### src/rtl/core/gtpd_pkg.sv
// Shared types, widths and constants of the green trace peak detector.
package gtpd_pkg;

  // Field widths
  localparam int unsigned ROW_W    = 10;
  localparam int unsigned COL_W    = 10;
  localparam int unsigned CHAN_W   = 8;
  localparam int unsigned FRAME_W  = 16;
  localparam int unsigned FPS_W    = 12;
  localparam int unsigned CFG_IDX_W  = 3;
  localparam int unsigned CFG_DATA_W = 12;

  // Divider: dividend wide enough for frame_count * sweep_width, divisor for frames_per_sweep
  localparam int unsigned DIV_W = FRAME_W + COL_W;
  localparam int unsigned DSR_W = FPS_W;

  // Signed window position, wide enough for any column index plus wrap
  localparam int unsigned POS_W = 14;

  // Column store epoch tag; tag zero never matches a live epoch
  localparam int unsigned EPOCH_W = 6;
  localparam logic [EPOCH_W-1:0] EPOCH_FIRST = EPOCH_W'(1);
  localparam logic [EPOCH_W-1:0] EPOCH_LAST  = {EPOCH_W{1'b1}};
  localparam int unsigned ENT_W = EPOCH_W + ROW_W;

  // Queue between front and back
  localparam int unsigned QUEUE_AW    = 2;
  localparam int unsigned QUEUE_DEPTH = 1 << QUEUE_AW;

  localparam logic [FRAME_W-1:0] PEAK_GAP  = FRAME_W'(5);
  localparam logic [FRAME_W-1:0] FRAME_MAX = {FRAME_W{1'b1}};

  localparam int unsigned MAX_COLUMNS_DEF   = 1024;
  localparam int unsigned WINDOW_RADIUS_DEF = 3;

  typedef enum logic [CFG_IDX_W-1:0] {
    CFG_GREEN_MARGIN     = 3'd0,
    CFG_ROW_FIRST        = 3'd1,
    CFG_ROW_LAST         = 3'd2,
    CFG_BASE_ROW         = 3'd3,
    CFG_PEAK_LEVEL       = 3'd4,
    CFG_SWEEP_START      = 3'd5,
    CFG_SWEEP_WIDTH      = 3'd6,
    CFG_FRAMES_PER_SWEEP = 3'd7
  } cfg_idx_e;

  typedef struct packed {
    logic [CHAN_W-1:0] green_margin;
    logic [ROW_W-1:0]  row_first;
    logic [ROW_W-1:0]  row_last;
    logic [ROW_W-1:0]  base_row;
    logic [ROW_W-1:0]  peak_level;
    logic [COL_W-1:0]  sweep_start;
    logic [COL_W-1:0]  sweep_width;
    logic [FPS_W-1:0]  frames_per_sweep;
  } cfg_t;

  localparam cfg_t CFG_RESET = '{
    green_margin:     CHAN_W'(28),
    row_first:        ROW_W'(500),
    row_last:         ROW_W'(550),
    base_row:         ROW_W'(600),
    peak_level:       ROW_W'(50),
    sweep_start:      COL_W'(66),
    sweep_width:      COL_W'(722),
    frames_per_sweep: FPS_W'(244)
  };

  typedef enum logic {
    ITEM_TRACE = 1'b0,
    ITEM_EOF   = 1'b1
  } item_kind_e;

  typedef struct packed {
    item_kind_e       kind;
    logic [ROW_W-1:0] row;
    logic [COL_W-1:0] col;
  } queue_item_t;

  typedef enum logic [2:0] {
    BK_CLEAR,
    BK_RUN,
    BK_DIV_Q,
    BK_DIV_R,
    BK_WIN,
    BK_WIN_TAIL,
    BK_EMIT
  } back_state_e;

endpackage

### src/rtl/core/gtpd_front.sv
// Front part: takes input beats, tests pixels for trace and queues work for the back part.
module gtpd_front #(
  parameter int unsigned MaxColumns = gtpd_pkg::MAX_COLUMNS_DEF
) (
  input  logic                         mode_i,
  input  logic [gtpd_pkg::ROW_W-1:0]   pixel_row_i,
  input  logic [gtpd_pkg::COL_W-1:0]   pixel_col_i,
  input  logic [gtpd_pkg::CHAN_W-1:0]  blue_i,
  input  logic [gtpd_pkg::CHAN_W-1:0]  green_i,
  input  logic [gtpd_pkg::CHAN_W-1:0]  red_i,
  input  logic                         in_valid_i,
  output logic                         in_stall_o,
  input  gtpd_pkg::cfg_t               cfg_i,
  input  logic                         full_i,
  input  logic                         clearing_i,
  output logic                         push_o,
  output gtpd_pkg::queue_item_t        item_o
);

  logic [gtpd_pkg::CHAN_W:0] green_x, blue_lim, red_lim;
  logic                      row_ok, col_ok, colour_ok, is_trace, is_eof;

  // green - blue >= margin and green - red >= margin, done without going negative
  assign green_x  = {1'b0, green_i};
  assign blue_lim = {1'b0, blue_i} + {1'b0, cfg_i.green_margin};
  assign red_lim  = {1'b0, red_i} + {1'b0, cfg_i.green_margin};

  assign colour_ok = (green_x >= blue_lim) && (green_x >= red_lim);
  assign row_ok    = (pixel_row_i >= cfg_i.row_first) && (pixel_row_i <= cfg_i.row_last);
  assign col_ok    = (32'(pixel_col_i) < MaxColumns);
  assign is_eof    = mode_i;
  assign is_trace  = !mode_i && row_ok && col_ok && colour_ok;

  assign in_stall_o = full_i || clearing_i;
  assign push_o     = in_valid_i && !in_stall_o && (is_eof || is_trace);

  always_comb begin
    item_o.kind = is_eof ? gtpd_pkg::ITEM_EOF : gtpd_pkg::ITEM_TRACE;
    item_o.row  = pixel_row_i;
    item_o.col  = pixel_col_i;
  end

endmodule

### config.mk
export PLATFORM = sky130hd
export DESIGN_NAME = gtpd_front
export DESIGN_NICKNAME = d
export VERILOG_FILES = /design/src/rtl/core/gtpd_pkg.sv /design/src/rtl/core/gtpd_front.sv
export SDC_FILE = /design/constraint.sdc
export NUM_CORES = 1
export LEC_CHECK = 0
export BUFFER_PORTS_ARGS = -buffer_cell sky130_fd_sc_hd__buf_2
export CORE_MARGIN = 2
export CORE_UTILIZATION = 39
export DETAILED_ROUTE_END_ITERATION = 8
export PLACE_DENSITY = 0.84
export SYNTH_ARGS = -nofsm -noshare
export SYNTH_HDL_FRONTEND = slang
export SYNTH_SLANG_ARGS = --single-unit
### constraint.sdc
create_clock -name vclk -period 2.9
set_clock_uncertainty 0.2 [all_clocks]
set_input_delay 0.29 -clock vclk [all_inputs]
set_output_delay 0.29 -clock vclk [all_outputs]
set_load 0.02 [all_outputs]
# Yosys cells after proc, flatten, opt, wreduce, memory -nomap -nowiden

Index checks and enable logic that the tools add are counted.

Bits in registers: 0
Input port bits: 128
Output and inout port bits: 23
Logic and storage cells: 17

Add/subtract/negate cells: 2
Order comparisons: 4
Mux-type cells: 1
Reduce and logical (&&, ||, !) cells: 10

Operator list:

| operator                     | number |
|---|---|
| adder 8 x 8 -> 9 bit         | 2 |
| >= comparator 8 x 9 -> 1 bit | 2 |
| >= comparator 10 bit         | 1 |
| <= comparator 10 bit         | 1 |
| logical AND 1 bit            | 6 |
| zero test 1 bit              | 2 |
| logical OR 1 bit             | 2 |
| 2-to-1 mux 1 bit             | 1 |

# Depth between registers and ports, before layout

Word-level depth: 6
Depth in mapped cells: 15
Mapped depth without buffers: 15

# Worst setup path after synthesis

No wires, ideal clock.

Kind: input to output
Start point: input blue_i[0] in the netlist's numbering
End point: output push_o
Arrival: 2.475 ns
Setup slack: -0.065 ns
Cell stages on the path: 15
Path buffers: 0
Cells stage by stage: ha_1 inv_1 fa_1 nor2b_1 o21ai_1 a21boi_1 o21ai_0 nand2b_1 xnor2_1 ha_1 a21o_1 a21oi_1 o21ai_0 nand4_1 o31ai_2

Longest elaborated chain between the ends: 6

Ends and longest elaborated chain:

| item                         | RTL line         | RTL |
|---|---|---|
| start: declaration           | gtpd_front.sv:8  | `input logic [gtpd_pkg::CHAN_W-1:0] blue_i,` |
| adder 8 x 8 -> 9 bit         | gtpd_front.sv:25 | `assign blue_lim = {1'b0, blue_i} + {1'b0, cfg_i.green_margin};` |
| >= comparator 8 x 9 -> 1 bit | gtpd_front.sv:28 | `assign colour_ok = (green_x >= blue_lim) && (green_x >= red_lim);` |
| logical AND 1 bit            | gtpd_front.sv:28 |  |
| logical AND 1 bit            | gtpd_front.sv:32 | `assign is_trace = !mode_i && row_ok && col_ok && colour_ok;` |
| logical OR 1 bit             | gtpd_front.sv:35 | `assign push_o = in_valid_i && !in_stall_o && (is_eof \|\| is_trace);` |
| logical AND 1 bit            | gtpd_front.sv:35 |  |
| end: declaration             | gtpd_front.sv:16 | `output logic push_o,` |

No other way between the ends.

# Worst setup path after layout

Start point: input blue_i[1] in the netlist's numbering
End point: output push_o

The elaborated chain is that of the path after synthesis.

==> out/metrics.yaml <==
yosysTopAreaCellShare: 0.406
rows: 23
wirelength_mm: 3.80
viasPerCell: 5.00
grt_start_max_net_pins: 6
diodes: 0
violations: "negative setup slack"
net-switching-power_mw: 0.197
swShare: 0.501
holdPathStages: 0
cp.buffers_inverters: 2
synth_most_common_cell: "ha_1"
cp_common_cell: "ha_1"
start_util: 0.404
cp_top_family: "compound AO/OA/AOI/OAI gates"
cp_slowest_stage_delay_ns: 0.32
seq_cell_count: 0
core_um2: 3970
cp.required_ns: 2.41
synth_area_leaders: "ha_1 41%, buf_4 9.8%, inv_1 6.6%"
finalCritPeriodShare: 1.08
start_kind: "input pin"
hold_ws_ns: 0.380
synth_cells: 204
placedCellCount: 320
first_global_vias: 1446
setup_violations: 1
max_freq_mhz: 318
worst_pin_slew_ns: 0.364
dp_hpwl_mm: 3.38
io_pins: 151
syn2layout_area_growth_pct: 27.5
end_kind: "output pin"
synth_warnings: 0
cap_viol_max_count: 0
antenna_left: 0
gr-total-overflow: 0
grt_usage: 0.157
gp_congestion: 0.769
min_path_type: "input pin to output pin"
drv_slew: 0
synth_common_cells: "52 x ha_1, 28 x inv_1, 21 x buf_4, 11 x a21oi_1"
setup_slack_ns: -0.240
ir_worst_vdd_uv: 81.9
synth_cell_types: 37
via_count: 1621
layoutNonFillerInstCount: 324
nets: 458
yosysTopAreaCell: "ha_1"
syn_avg_cell_area_um2: 7.86
path_max_fanout: 2
n_fill_cell: 381
p_leak_nw: 1.17
clkPwrFrac: 0
drt-wirelength-per-cell_um: 11.7
die-area_um2: 4640
layout-drive-gt1-share: 0.387
io_buffers: 79
rsz0062_at_grt: "true"
synthesis.nets: 386
power_density_nw_per_um2: 193
ys_seq_area_frac: 0
hold_end: "item_o[2]"
status: "finished, violations left"
drt_iter0_drc: 26
cp_slowest_cell: "o41ai_2"
final-seq-area_um2: 0
hold_violations: 0
max_slew_margin: 0.751
p_int_mw: 0.197
crit_type: "input pin to output pin"
path_cells: "buf_2, ha_1, a21o_1, a21oi_2, o21ai_2, o41ai_2, xor2_1, ha_1, nand3_1, o21ai_1, nand4_1, o31ai_4, buf_6"
period_minus_slack_ns: 3.14
die_w_um: 68.1
grt_pass1_wl_mm: 5.80
chipHeight_um: 68.1
antenna_found_initial: 0
min-delay-start: "pixel_col_i[2]"
synth.cell_area_um2: 1600
route.detailed.drc: 0
p_comb_frac: 1.000
clkbuf_count: 0
cp.arrival_ns: 2.65
firstDrtPassIters: 4
seqPwrFrac: 0
==> worst max-delay path by stage <==
stage	cells past startpoint	to	start	slack (ns)
floorplan	15	push_o	blue_i[0]	0.02
global placement	13	push_o	blue_i[1]	-0.29
detailed placement	13	push_o	blue_i[1]	-0.33
CTS	17	push_o	cfg_i[72]	-0.18
global route	13	push_o	blue_i[1]	-0.38
finish	13	push_o	blue_i[1]	-0.24
==> placed cells by master, fill, tap and decap left out, types with 2 or more instances in the layout <==
cell type / netlist / routed
nand3_1: 2 / 2
xnor2_1: 2 / 2
a211o_1: 2 / 2
nand2_1: 9 / 9
fa_2: 0 / 2
a21oi_2: 0 / 2
nor2b_1: 4 / 4
nand2b_1: 2 / 2
buf_2: 0 / 78
o21ai_0: 10 / 7
a2111oi_0: 2 / 2
o41ai_2: 2 / 2
nand4_1: 3 / 3
nor2_1: 10 / 10
xor2_1: 8 / 8
inv_1: 28 / 27
o21ai_2: 1 / 2
ha_1: 52 / 51
o211ai_1: 2 / 2
a21o_1: 6 / 6
o21ai_1: 3 / 5
a21oi_1: 11 / 9
buf_4: 21 / 12
o21a_1: 3 / 3
nor3_1: 4 / 4
==> repair_timing <==
item                       CTS  global route
setup endpoints to repair    1             1
buffers inserted             4             0
hold buffers                 0             0
pin swaps                   10             0
gates resized for setup     11             2
==> power by group through the flow <==
stage	registers [mW]	clock network [mW]	logic, mW
final	0	0	0.394
after global routing	0	0	0.450
after CTS	0	0	0.393
after detailed placement	0	0	0.371
after global placement	0	0	0.353
after floorplan	0	0	0.271
==> cell families (layout without fill, tap and decap cells) <==
group	Yosys count	in the layout	share of synthesized area
AO/OA/AOI/OAI	53	53	0.232
AND/OR/NAND/NOR	38	38	0.119
buffers and inverters	49	119	0.164
adder cells (fa/ha/maj)	54	54	0.431
XOR/XNOR	10	10	0.0546
==> per-stage QoR <==
| stage | setup TNS, ns | setup slack, ns | util | cell area [um2] | total power, mW |
|---|---|---|---|---|---|
| floorplan | 0 | 0.0152 | - | 1620 | 0.271 |
| global placement | -0.294 | -0.294 | 0.497 | 1980 | 0.353 |
| detailed placement | -0.326 | -0.326 | 0.497 | 1980 | 0.371 |
| CTS | -0.182 | -0.182 | 0.512 | 2030 | 0.393 |
| global route | -0.377 | -0.377 | 0.515 | 2040 | 0.450 |
| finish | -0.240 | -0.240 | 0.515 | 2040 | 0.394 |
==> cell type report <==
class	count	area, um2	area share
inverters	28	105	0.0514
multi-input cells	155	1390	0.677
well taps	50	62.6	0.0306
repair buffers	91	492	0.241
==> per-layer routing <==
layer,track usage,share of wire
met5,0,0
met4,0.00250,0.0016
met2,0.324,0.51
met3,0.0230,0.093
met1,0.175,0.39
(Power assumes the default switching activity.)
