===== src/rtl/core/gtpd_pkg.sv =====
// Shared types, widths and constants of the green trace peak detector.
package gtpd_pkg;

  // Field widths
  localparam int unsigned ROW_W    = 10;
  localparam int unsigned COL_W    = 10;
  localparam int unsigned CHAN_W   = 8;
  localparam int unsigned FRAME_W  = 16;
  localparam int unsigned FPS_W    = 12;
  localparam int unsigned CFG_IDX_W  = 3;
  localparam int unsigned CFG_DATA_W = 12;

  // Divider: dividend wide enough for frame_count * sweep_width, divisor for frames_per_sweep
  localparam int unsigned DIV_W = FRAME_W + COL_W;
  localparam int unsigned DSR_W = FPS_W;

  // Signed window position, wide enough for any column index plus wrap
  localparam int unsigned POS_W = 14;

  // Column store epoch tag; tag zero never matches a live epoch
  localparam int unsigned EPOCH_W = 6;
  localparam logic [EPOCH_W-1:0] EPOCH_FIRST = EPOCH_W'(1);
  localparam logic [EPOCH_W-1:0] EPOCH_LAST  = {EPOCH_W{1'b1}};
  localparam int unsigned ENT_W = EPOCH_W + ROW_W;

  // Queue between front and back
  localparam int unsigned QUEUE_AW    = 2;
  localparam int unsigned QUEUE_DEPTH = 1 << QUEUE_AW;

  localparam logic [FRAME_W-1:0] PEAK_GAP  = FRAME_W'(5);
  localparam logic [FRAME_W-1:0] FRAME_MAX = {FRAME_W{1'b1}};

  localparam int unsigned MAX_COLUMNS_DEF   = 1024;
  localparam int unsigned WINDOW_RADIUS_DEF = 3;

  typedef enum logic [CFG_IDX_W-1:0] {
    CFG_GREEN_MARGIN     = 3'd0,
    CFG_ROW_FIRST        = 3'd1,
    CFG_ROW_LAST         = 3'd2,
    CFG_BASE_ROW         = 3'd3,
    CFG_PEAK_LEVEL       = 3'd4,
    CFG_SWEEP_START      = 3'd5,
    CFG_SWEEP_WIDTH      = 3'd6,
    CFG_FRAMES_PER_SWEEP = 3'd7
  } cfg_idx_e;

  typedef struct packed {
    logic [CHAN_W-1:0] green_margin;
    logic [ROW_W-1:0]  row_first;
    logic [ROW_W-1:0]  row_last;
    logic [ROW_W-1:0]  base_row;
    logic [ROW_W-1:0]  peak_level;
    logic [COL_W-1:0]  sweep_start;
    logic [COL_W-1:0]  sweep_width;
    logic [FPS_W-1:0]  frames_per_sweep;
  } cfg_t;

  localparam cfg_t CFG_RESET = '{
    green_margin:     CHAN_W'(28),
    row_first:        ROW_W'(500),
    row_last:         ROW_W'(550),
    base_row:         ROW_W'(600),
    peak_level:       ROW_W'(50),
    sweep_start:      COL_W'(66),
    sweep_width:      COL_W'(722),
    frames_per_sweep: FPS_W'(244)
  };

  typedef enum logic {
    ITEM_TRACE = 1'b0,
    ITEM_EOF   = 1'b1
  } item_kind_e;

  typedef struct packed {
    item_kind_e       kind;
    logic [ROW_W-1:0] row;
    logic [COL_W-1:0] col;
  } queue_item_t;

  typedef enum logic [2:0] {
    BK_CLEAR,
    BK_RUN,
    BK_DIV_Q,
    BK_DIV_R,
    BK_WIN,
    BK_WIN_TAIL,
    BK_EMIT
  } back_state_e;

endpackage


===== src/rtl/core/gtpd_fifo.sv =====
// Short queue of classified items between the front and back parts.
module gtpd_fifo (
  input  logic                 clk_i,
  input  logic                 rst_ni,
  input  logic                 push_i,
  input  gtpd_pkg::queue_item_t push_item_i,
  output logic                 full_o,
  input  logic                 pop_i,
  output logic                 head_vld_o,
  output gtpd_pkg::queue_item_t head_o
);

  gtpd_pkg::queue_item_t store_q [gtpd_pkg::QUEUE_DEPTH];

  logic [gtpd_pkg::QUEUE_AW-1:0] wr_ptr_q, wr_ptr_d;
  logic [gtpd_pkg::QUEUE_AW-1:0] rd_ptr_q, rd_ptr_d;
  logic [gtpd_pkg::QUEUE_AW:0]   count_q, count_d;
  logic                          do_push, do_pop;

  assign full_o     = (count_q == (gtpd_pkg::QUEUE_AW+1)'(gtpd_pkg::QUEUE_DEPTH));
  assign head_vld_o = (count_q != '0);
  assign head_o     = store_q[rd_ptr_q];

  assign do_push = push_i && !full_o;
  assign do_pop  = pop_i && head_vld_o;

  always_comb begin
    wr_ptr_d = do_push ? wr_ptr_q + 1'b1 : wr_ptr_q;
    rd_ptr_d = do_pop  ? rd_ptr_q + 1'b1 : rd_ptr_q;
    count_d  = count_q;
    if (do_push && !do_pop) begin
      count_d = count_q + 1'b1;
    end else if (do_pop && !do_push) begin
      count_d = count_q - 1'b1;
    end
  end

  always_ff @(posedge clk_i or negedge rst_ni) begin
    if (!rst_ni) begin
      wr_ptr_q <= '0;
      rd_ptr_q <= '0;
      count_q  <= '0;
    end else begin
      wr_ptr_q <= wr_ptr_d;
      rd_ptr_q <= rd_ptr_d;
      count_q  <= count_d;
    end
  end

  always_ff @(posedge clk_i) begin
    if (do_push) begin
      store_q[wr_ptr_q] <= push_item_i;
    end
  end

endmodule


===== config.mk =====
export PLATFORM = sky130hd
export DESIGN_NAME = gtpd_fifo
export DESIGN_NICKNAME = d
export VERILOG_FILES = /design/src/rtl/core/gtpd_pkg.sv /design/src/rtl/core/gtpd_fifo.sv
export SDC_FILE = /design/constraint.sdc
export NUM_CORES = 1
export LEC_CHECK = 0
export BUFFER_PORTS_ARGS = -buffer_cell sky130_fd_sc_hd__buf_2
export CORE_ASPECT_RATIO = 1.1
export CORE_MARGIN = 2
export CORE_UTILIZATION = 50
export DETAILED_ROUTE_END_ITERATION = 8
export PLACE_DENSITY_LB_ADDON = 0.25
export SYNTH_ARGS = -nofsm -noshare
export SYNTH_HDL_FRONTEND = slang
export SYNTH_SLANG_ARGS = --single-unit

===== constraint.sdc =====
create_clock -name clk_i -period 3.25 [get_ports clk_i]
set_clock_uncertainty 0.2 [all_clocks]
set_input_delay 0.4875 -clock clk_i [delete_from_list [all_inputs] [get_ports clk_i]]
set_output_delay 0.4875 -clock clk_i [all_outputs]
set_load 0.005 [all_outputs]

**After elaboration in Yosys (flattened, before gate mapping)**

Memory sizes are Yosys's and may differ from the RTL's.
Index checks and enable logic that the tools add are counted.

- Memory bits (writable): 84
- Input port bits: 25
- Word-level logic and storage cells: 22
- Memories: 1
- Output and inout port bits: 23
- Register bits: 7

Memories:

| name | depth | bits a word | rd ports | clocked after Yosys merged registers in | write ports | line | RTL |
|---|---|---|---|---|---|---|---|
| store_q | 4 | 21 | 1 | 0 | 1 | gtpd_fifo.sv:13 | `gtpd_pkg::queue_item_t store_q [gtpd_pkg::QUEUE_DEPTH];` |

- Reductions and logical operators: 9
- Equality and inequality tests: 1
- Mux-type cells: 4
- Add/sub/neg operators: 4

Operators with widths:

| cell | count |
|---|---|
| $mux W3 | 2 |
| $add A2 B1 Y2 const B | 2 |
| $logic_and A1 B1 Y1 | 4 |
| $add A3 B1 Y3 const B | 1 |
| $eq A3 B3 Y1 const B | 1 |
| $logic_not A1 Y1 | 3 |
| $reduce_bool A3 Y1 | 1 |
| $sub A3 B1 Y3 const B | 1 |
| $mux W1 | 2 |
| $reduce_bool A2 Y1 | 1 |

**Longest topological paths before layout**

- Depth in word-level cells: 7
- Mapped depth: 9
- Mapped depth without buffers: 8

**Worst setup path before layout**

OpenSTA, ideal clock, no wires.

- Path type: register -> register
- From: register count_q[0] (netlist name)
- To: register count_q[2] (netlist name)
- Path buffers: 0
- Clock period less this slack: 2.220 ns
- Stages on the path, launching flop included: 9
- Data required time: 2.971 ns
- Arrival: 1.941 ns
- Library setup time: 0.079 ns
- Slack: 1.030 ns
- Cell sequence: dfrtp_1 > or3_4 > nand2_1 > ha_1 > inv_1 > fa_1 > xor2_1 > nor2_1 > xor2_1

- Elaborated cells on any way between the ends: 14
- Those cells by class: add/sub (2); eq/ne (1); mux (2); reduce/logical (9)

RTL lines:

| element | line | RTL |
|---|---|---|
| start: declaration | gtpd_fifo.sv:17 | `logic [gtpd_pkg::QUEUE_AW:0] count_q, count_d;` |
| start signal: assignment | gtpd_fifo.sv:46 | `count_q <= count_d;` |
| $reduce_bool A3 Y1 (*) | gtpd_fifo.sv:21 | `assign head_vld_o = (count_q != '0);` |
| named net head_vld_o | gtpd_fifo.sv:9 | `output logic head_vld_o,` |
| $logic_and A1 B1 Y1 (*) | gtpd_fifo.sv:25 | `assign do_pop = pop_i && head_vld_o;` |
| $logic_not A1 Y1 | gtpd_fifo.sv:31 | `if (do_push && !do_pop) begin` |
| $logic_and A1 B1 Y1 | gtpd_fifo.sv:31 |  |
| $mux W3 or $reduce_bool A2 Y1 (tied branches) | - |  |

Mark *: on every way through the listed nets, which the timed path passes. The rest lies on a longest branch. The select of a mux whose other input is x is not followed.
A chain may end at the register's enable or synchronous reset.

==> flow_metrics.tcl <==
set metrics [dict create \
    run_status "complete, no violations" \
    core.rowCount 31 \
    power_per_cell_area_nw_per_um2 843 \
    hpwlAfterDp_um 3520 \
    fmax_mhz 390 \
    cts_tree "yes" \
    cts_resized 0 \
    die_span_y_um 91.5 \
    critical-path-top-delay-family "flip-flops" \
    crit-reg2reg-capture "count_q[2]" \
    fraction_of_layout_instances_using_a_drive_strength_above_1 0.454 \
    distinct_cell_type_count_of_the_synthesized_netlist 19 \
    via_count_normalized_by_instance_count 5.37 \
    wl_per_cell_um 19.1 \
    slew_headroom 0.608 \
    rsz0062_at_grt "false" \
    finalNetCount 231 \
    setup-tns-final_ps 0 \
    cp_max_delay_cell "sky130_fd_sc_hd__dfrtp_1" \
    detailed_place.area_um2 3790 \
    tritoncts_num_sinks 91 \
    timing.critical_path.from "rd_ptr_q[0]" \
    xor_xnor_cell_area_share_of_the_yosys_netlist 0.0151 \
    synth.mux.area_fraction 0.143 \
    power.leakage_uw 0.00139 \
    worstSetupStartpointType "register" \
    detail-route-antenna-nets 0 \
    dieWidth_um 83.5 \
    timing.final.hold_violations 0 \
    post-route-period-util 0.790 \
    tightestPinTransition_ps 587 \
    critical_path_depth 3 \
    final_max_slew_viol_count 0 \
    die-area_um2 7640 \
    clkSlewWorstSetupHoldPaths_ps 80 \
    max_stage_delay_ps 610 \
    postSynthAreaPerCell_um2 24.0 \
    ctsLongestPathBuffers 2 \
    regToRegSetupSlack_ps 900 \
    drv_cap 0 \
    initial_utilization 0.522 \
    grt_start_max_net_pins 23 \
    track_usage 0.159 \
    drc 0 \
    port-buffer-count 47 \
    yosysWarningCount 0 \
    hold_path.class "in2reg" \
    syn-instance-count 145 \
    crit_end "head_o[12]" \
    gp_congestion 0.695 \
    worst-path-buf-inv 2 \
    antenna_found_initial 0 \
    area_growth_syn_to_layout_pct 14.1 \
    root_buffer "sky130_fd_sc_hd__clkbuf_8" \
    syn-cell-area_um2 3480 \
    number_of_global_route_vias_before_repair 1690 \
    synth_top_family_by_area "multiplexers" \
    post_synth_and_or_nand_nor_area_fraction 0.0234 \
    ys_ff_latch 91 \
    fin_crit_ps 2570 \
    drtPass1Iterations 4 \
    cts-htree-levels 3 \
    cts_made_buffers 9 \
    core_region_area_um2 6670 \
    gr-total-overflow 0 \
    drt_iter0_drc 48 \
    insertedDiodeCount 0 \
    postcts_setup_bufs 0 \
    first_pass_grt_wire_length_um 8760 \
    finish.instance_area_um2 3970 \
    critical_path_arrival_ps 1880 \
    synth-seq-area-share 0.775 \
    synthAdderAreaFrac 0.0237 \
    r2r-start "count_q[0]" \
    clk_latency_ps 340 \
    crit_path_max_fanout 17 \
    worstSetupPathType "reg2out" \
    final-setup-viol-count 0 \
    synth-compound-area-share 0 \
    route.final.wire_length_um 5480 \
    vdd_drop_max_mv 0.585 \
    cts.hold.buffers_added 1 \
    ff2ff_path_depth 8 \
    mapped_nets 176 \
    cp_cell_sequence "buf_12, mux4_2, buf_2" \
    design.portCount 48 \
    num_vias 1542 \
    crit_end_category "output pin" \
    data_required_time_at_the_worst_endpoint_ps 2560 \
]
==> per-stage QoR <==
step / hold WS [ps] / std cells / setup slack, ps / power, uW / utilization
5_1_grt: 133 / 287 / 525 / 3550 / 0.595
3_3_place_gp: 123 / 270 / 1000 / 2700 / 0.568
2_1_floorplan: -8.09 / 145 / 1030 / 2390 / -
3_5_place_dp: 129 / 270 / 899 / 2770 / 0.568
6_report: 157 / 287 / 684 / 3340 / 0.595
4_1_cts: 138 / 287 / 625 / 3410 / 0.595
==> synth_stat cells <==
master / n / share of area
sky130_fd_sc_hd__edfxtp_1: 84 / 0.72
sky130_fd_sc_hd__mux4_2: 21 / 0.14
sky130_fd_sc_hd__dfrtp_1: 7 / 0.050
sky130_fd_sc_hd__ha_1: 5 / 0.018
sky130_fd_sc_hd__and2_2: 4 / 0.0086
sky130_fd_sc_hd__buf_6: 4 / 0.013
sky130_fd_sc_hd__xnor2_1: 4 / 0.010
sky130_fd_sc_hd__inv_1: 3 / 0.0032
sky130_fd_sc_hd__buf_2: 2 / 0.0029
sky130_fd_sc_hd__xor2_1: 2 / 0.0050
sky130_fd_sc_hd__fa_1: 1 / 0.0058
sky130_fd_sc_hd__mux2_2: 1 / 0.0032
sky130_fd_sc_hd__mux2_4: 1 / 0.0043
sky130_fd_sc_hd__nand2_1: 1 / 0.0011
sky130_fd_sc_hd__nand3_1: 1 / 0.0014
sky130_fd_sc_hd__nor2_1: 1 / 0.0011
sky130_fd_sc_hd__nor2b_2: 1 / 0.0025
sky130_fd_sc_hd__nor3b_4: 1 / 0.0054
sky130_fd_sc_hd__or3_4: 1 / 0.0032
==> area by class of cell <==
| class | count | area [um^2] |
|---|---|---|
| Multi-Input combinational cell | 45 | 716 |
| Fill cell | 495 | 2700 |
| Clock buffer | 9 | 124 |
| Tap cell | 82 | 103 |
| Sequential cell | 91 | 2700 |
| Timing Repair Buffer | 50 | 273 |
| Inverter | 3 | 11.3 |
| Clock inverter | 7 | 45.0 |
==> metal layers <==
layer	part of all wire	routed length, um	vias up	global-route usage
met5	0	0	-	0
met4	0.0062	34	0	0.0497
met3	0.054	297	5	0.0536
met2	0.55	3000	38	0.275
met1	0.39	2150	801	0.190
li1	-	-	698	-
==> how the worst min path moves through the flow <==
stage / endpoint / cells past startpoint / startpoint / slack (ps)
final: store_q[1][1] / 1 / push_item_i[1] / 160
after CTS: store_q[3][10] / 1 / push_item_i[10] / 140
after floorplan: count_q[0] / 0 / rst_ni / -8
after global placement: wr_ptr_q[0] / 1 / rst_ni / 120
after global routing: store_q[3][16] / 1 / push_item_i[16] / 130
after detailed placement: wr_ptr_q[1] / 1 / rst_ni / 130
==> power breakdown <==
| group | internal [uW] | switching (uW) | leakage [uW] | total, uW |
|---|---|---|---|---|
| logic | 547 | 486 | 0.000460 | 1030 |
| registers | 1560 | 112 | 0.000851 | 1670 |
| clock network | 273 | 364 | 0.0000803 | 637 |
| total | 2380 | 962 | 0.00139 | 3340 |
==> cell families after synthesis <==
group / after synthesis
DFF: 91
muxes: 23
and+or+nand+nor: 10
buffers and inverters: 9
xor gates and xnor gates: 6
adders and majority gates: 6
==> layout by cell type, fill, tap and decap left out, types with 3 or more instances in the layout <==
cell type | netlist | routed
sky130_fd_sc_hd__dfrtp_1 | 7 | 7
sky130_fd_sc_hd__and2_2 | 4 | 4
sky130_fd_sc_hd__ha_1 | 5 | 5
sky130_fd_sc_hd__buf_2 | 2 | 47
sky130_fd_sc_hd__mux4_2 | 21 | 21
sky130_fd_sc_hd__clkbuf_8 | 0 | 9
sky130_fd_sc_hd__xnor2_1 | 4 | 4
sky130_fd_sc_hd__edfxtp_1 | 84 | 84
sky130_fd_sc_hd__inv_1 | 3 | 3
==> flip-flops by register name, indices dropped and copies added, names as in the netlist <==
register / flops
rd_ptr_q: 2
store_q: 84
wr_ptr_q: 2
count_q: 3
(Power assumes the default switching activity.)
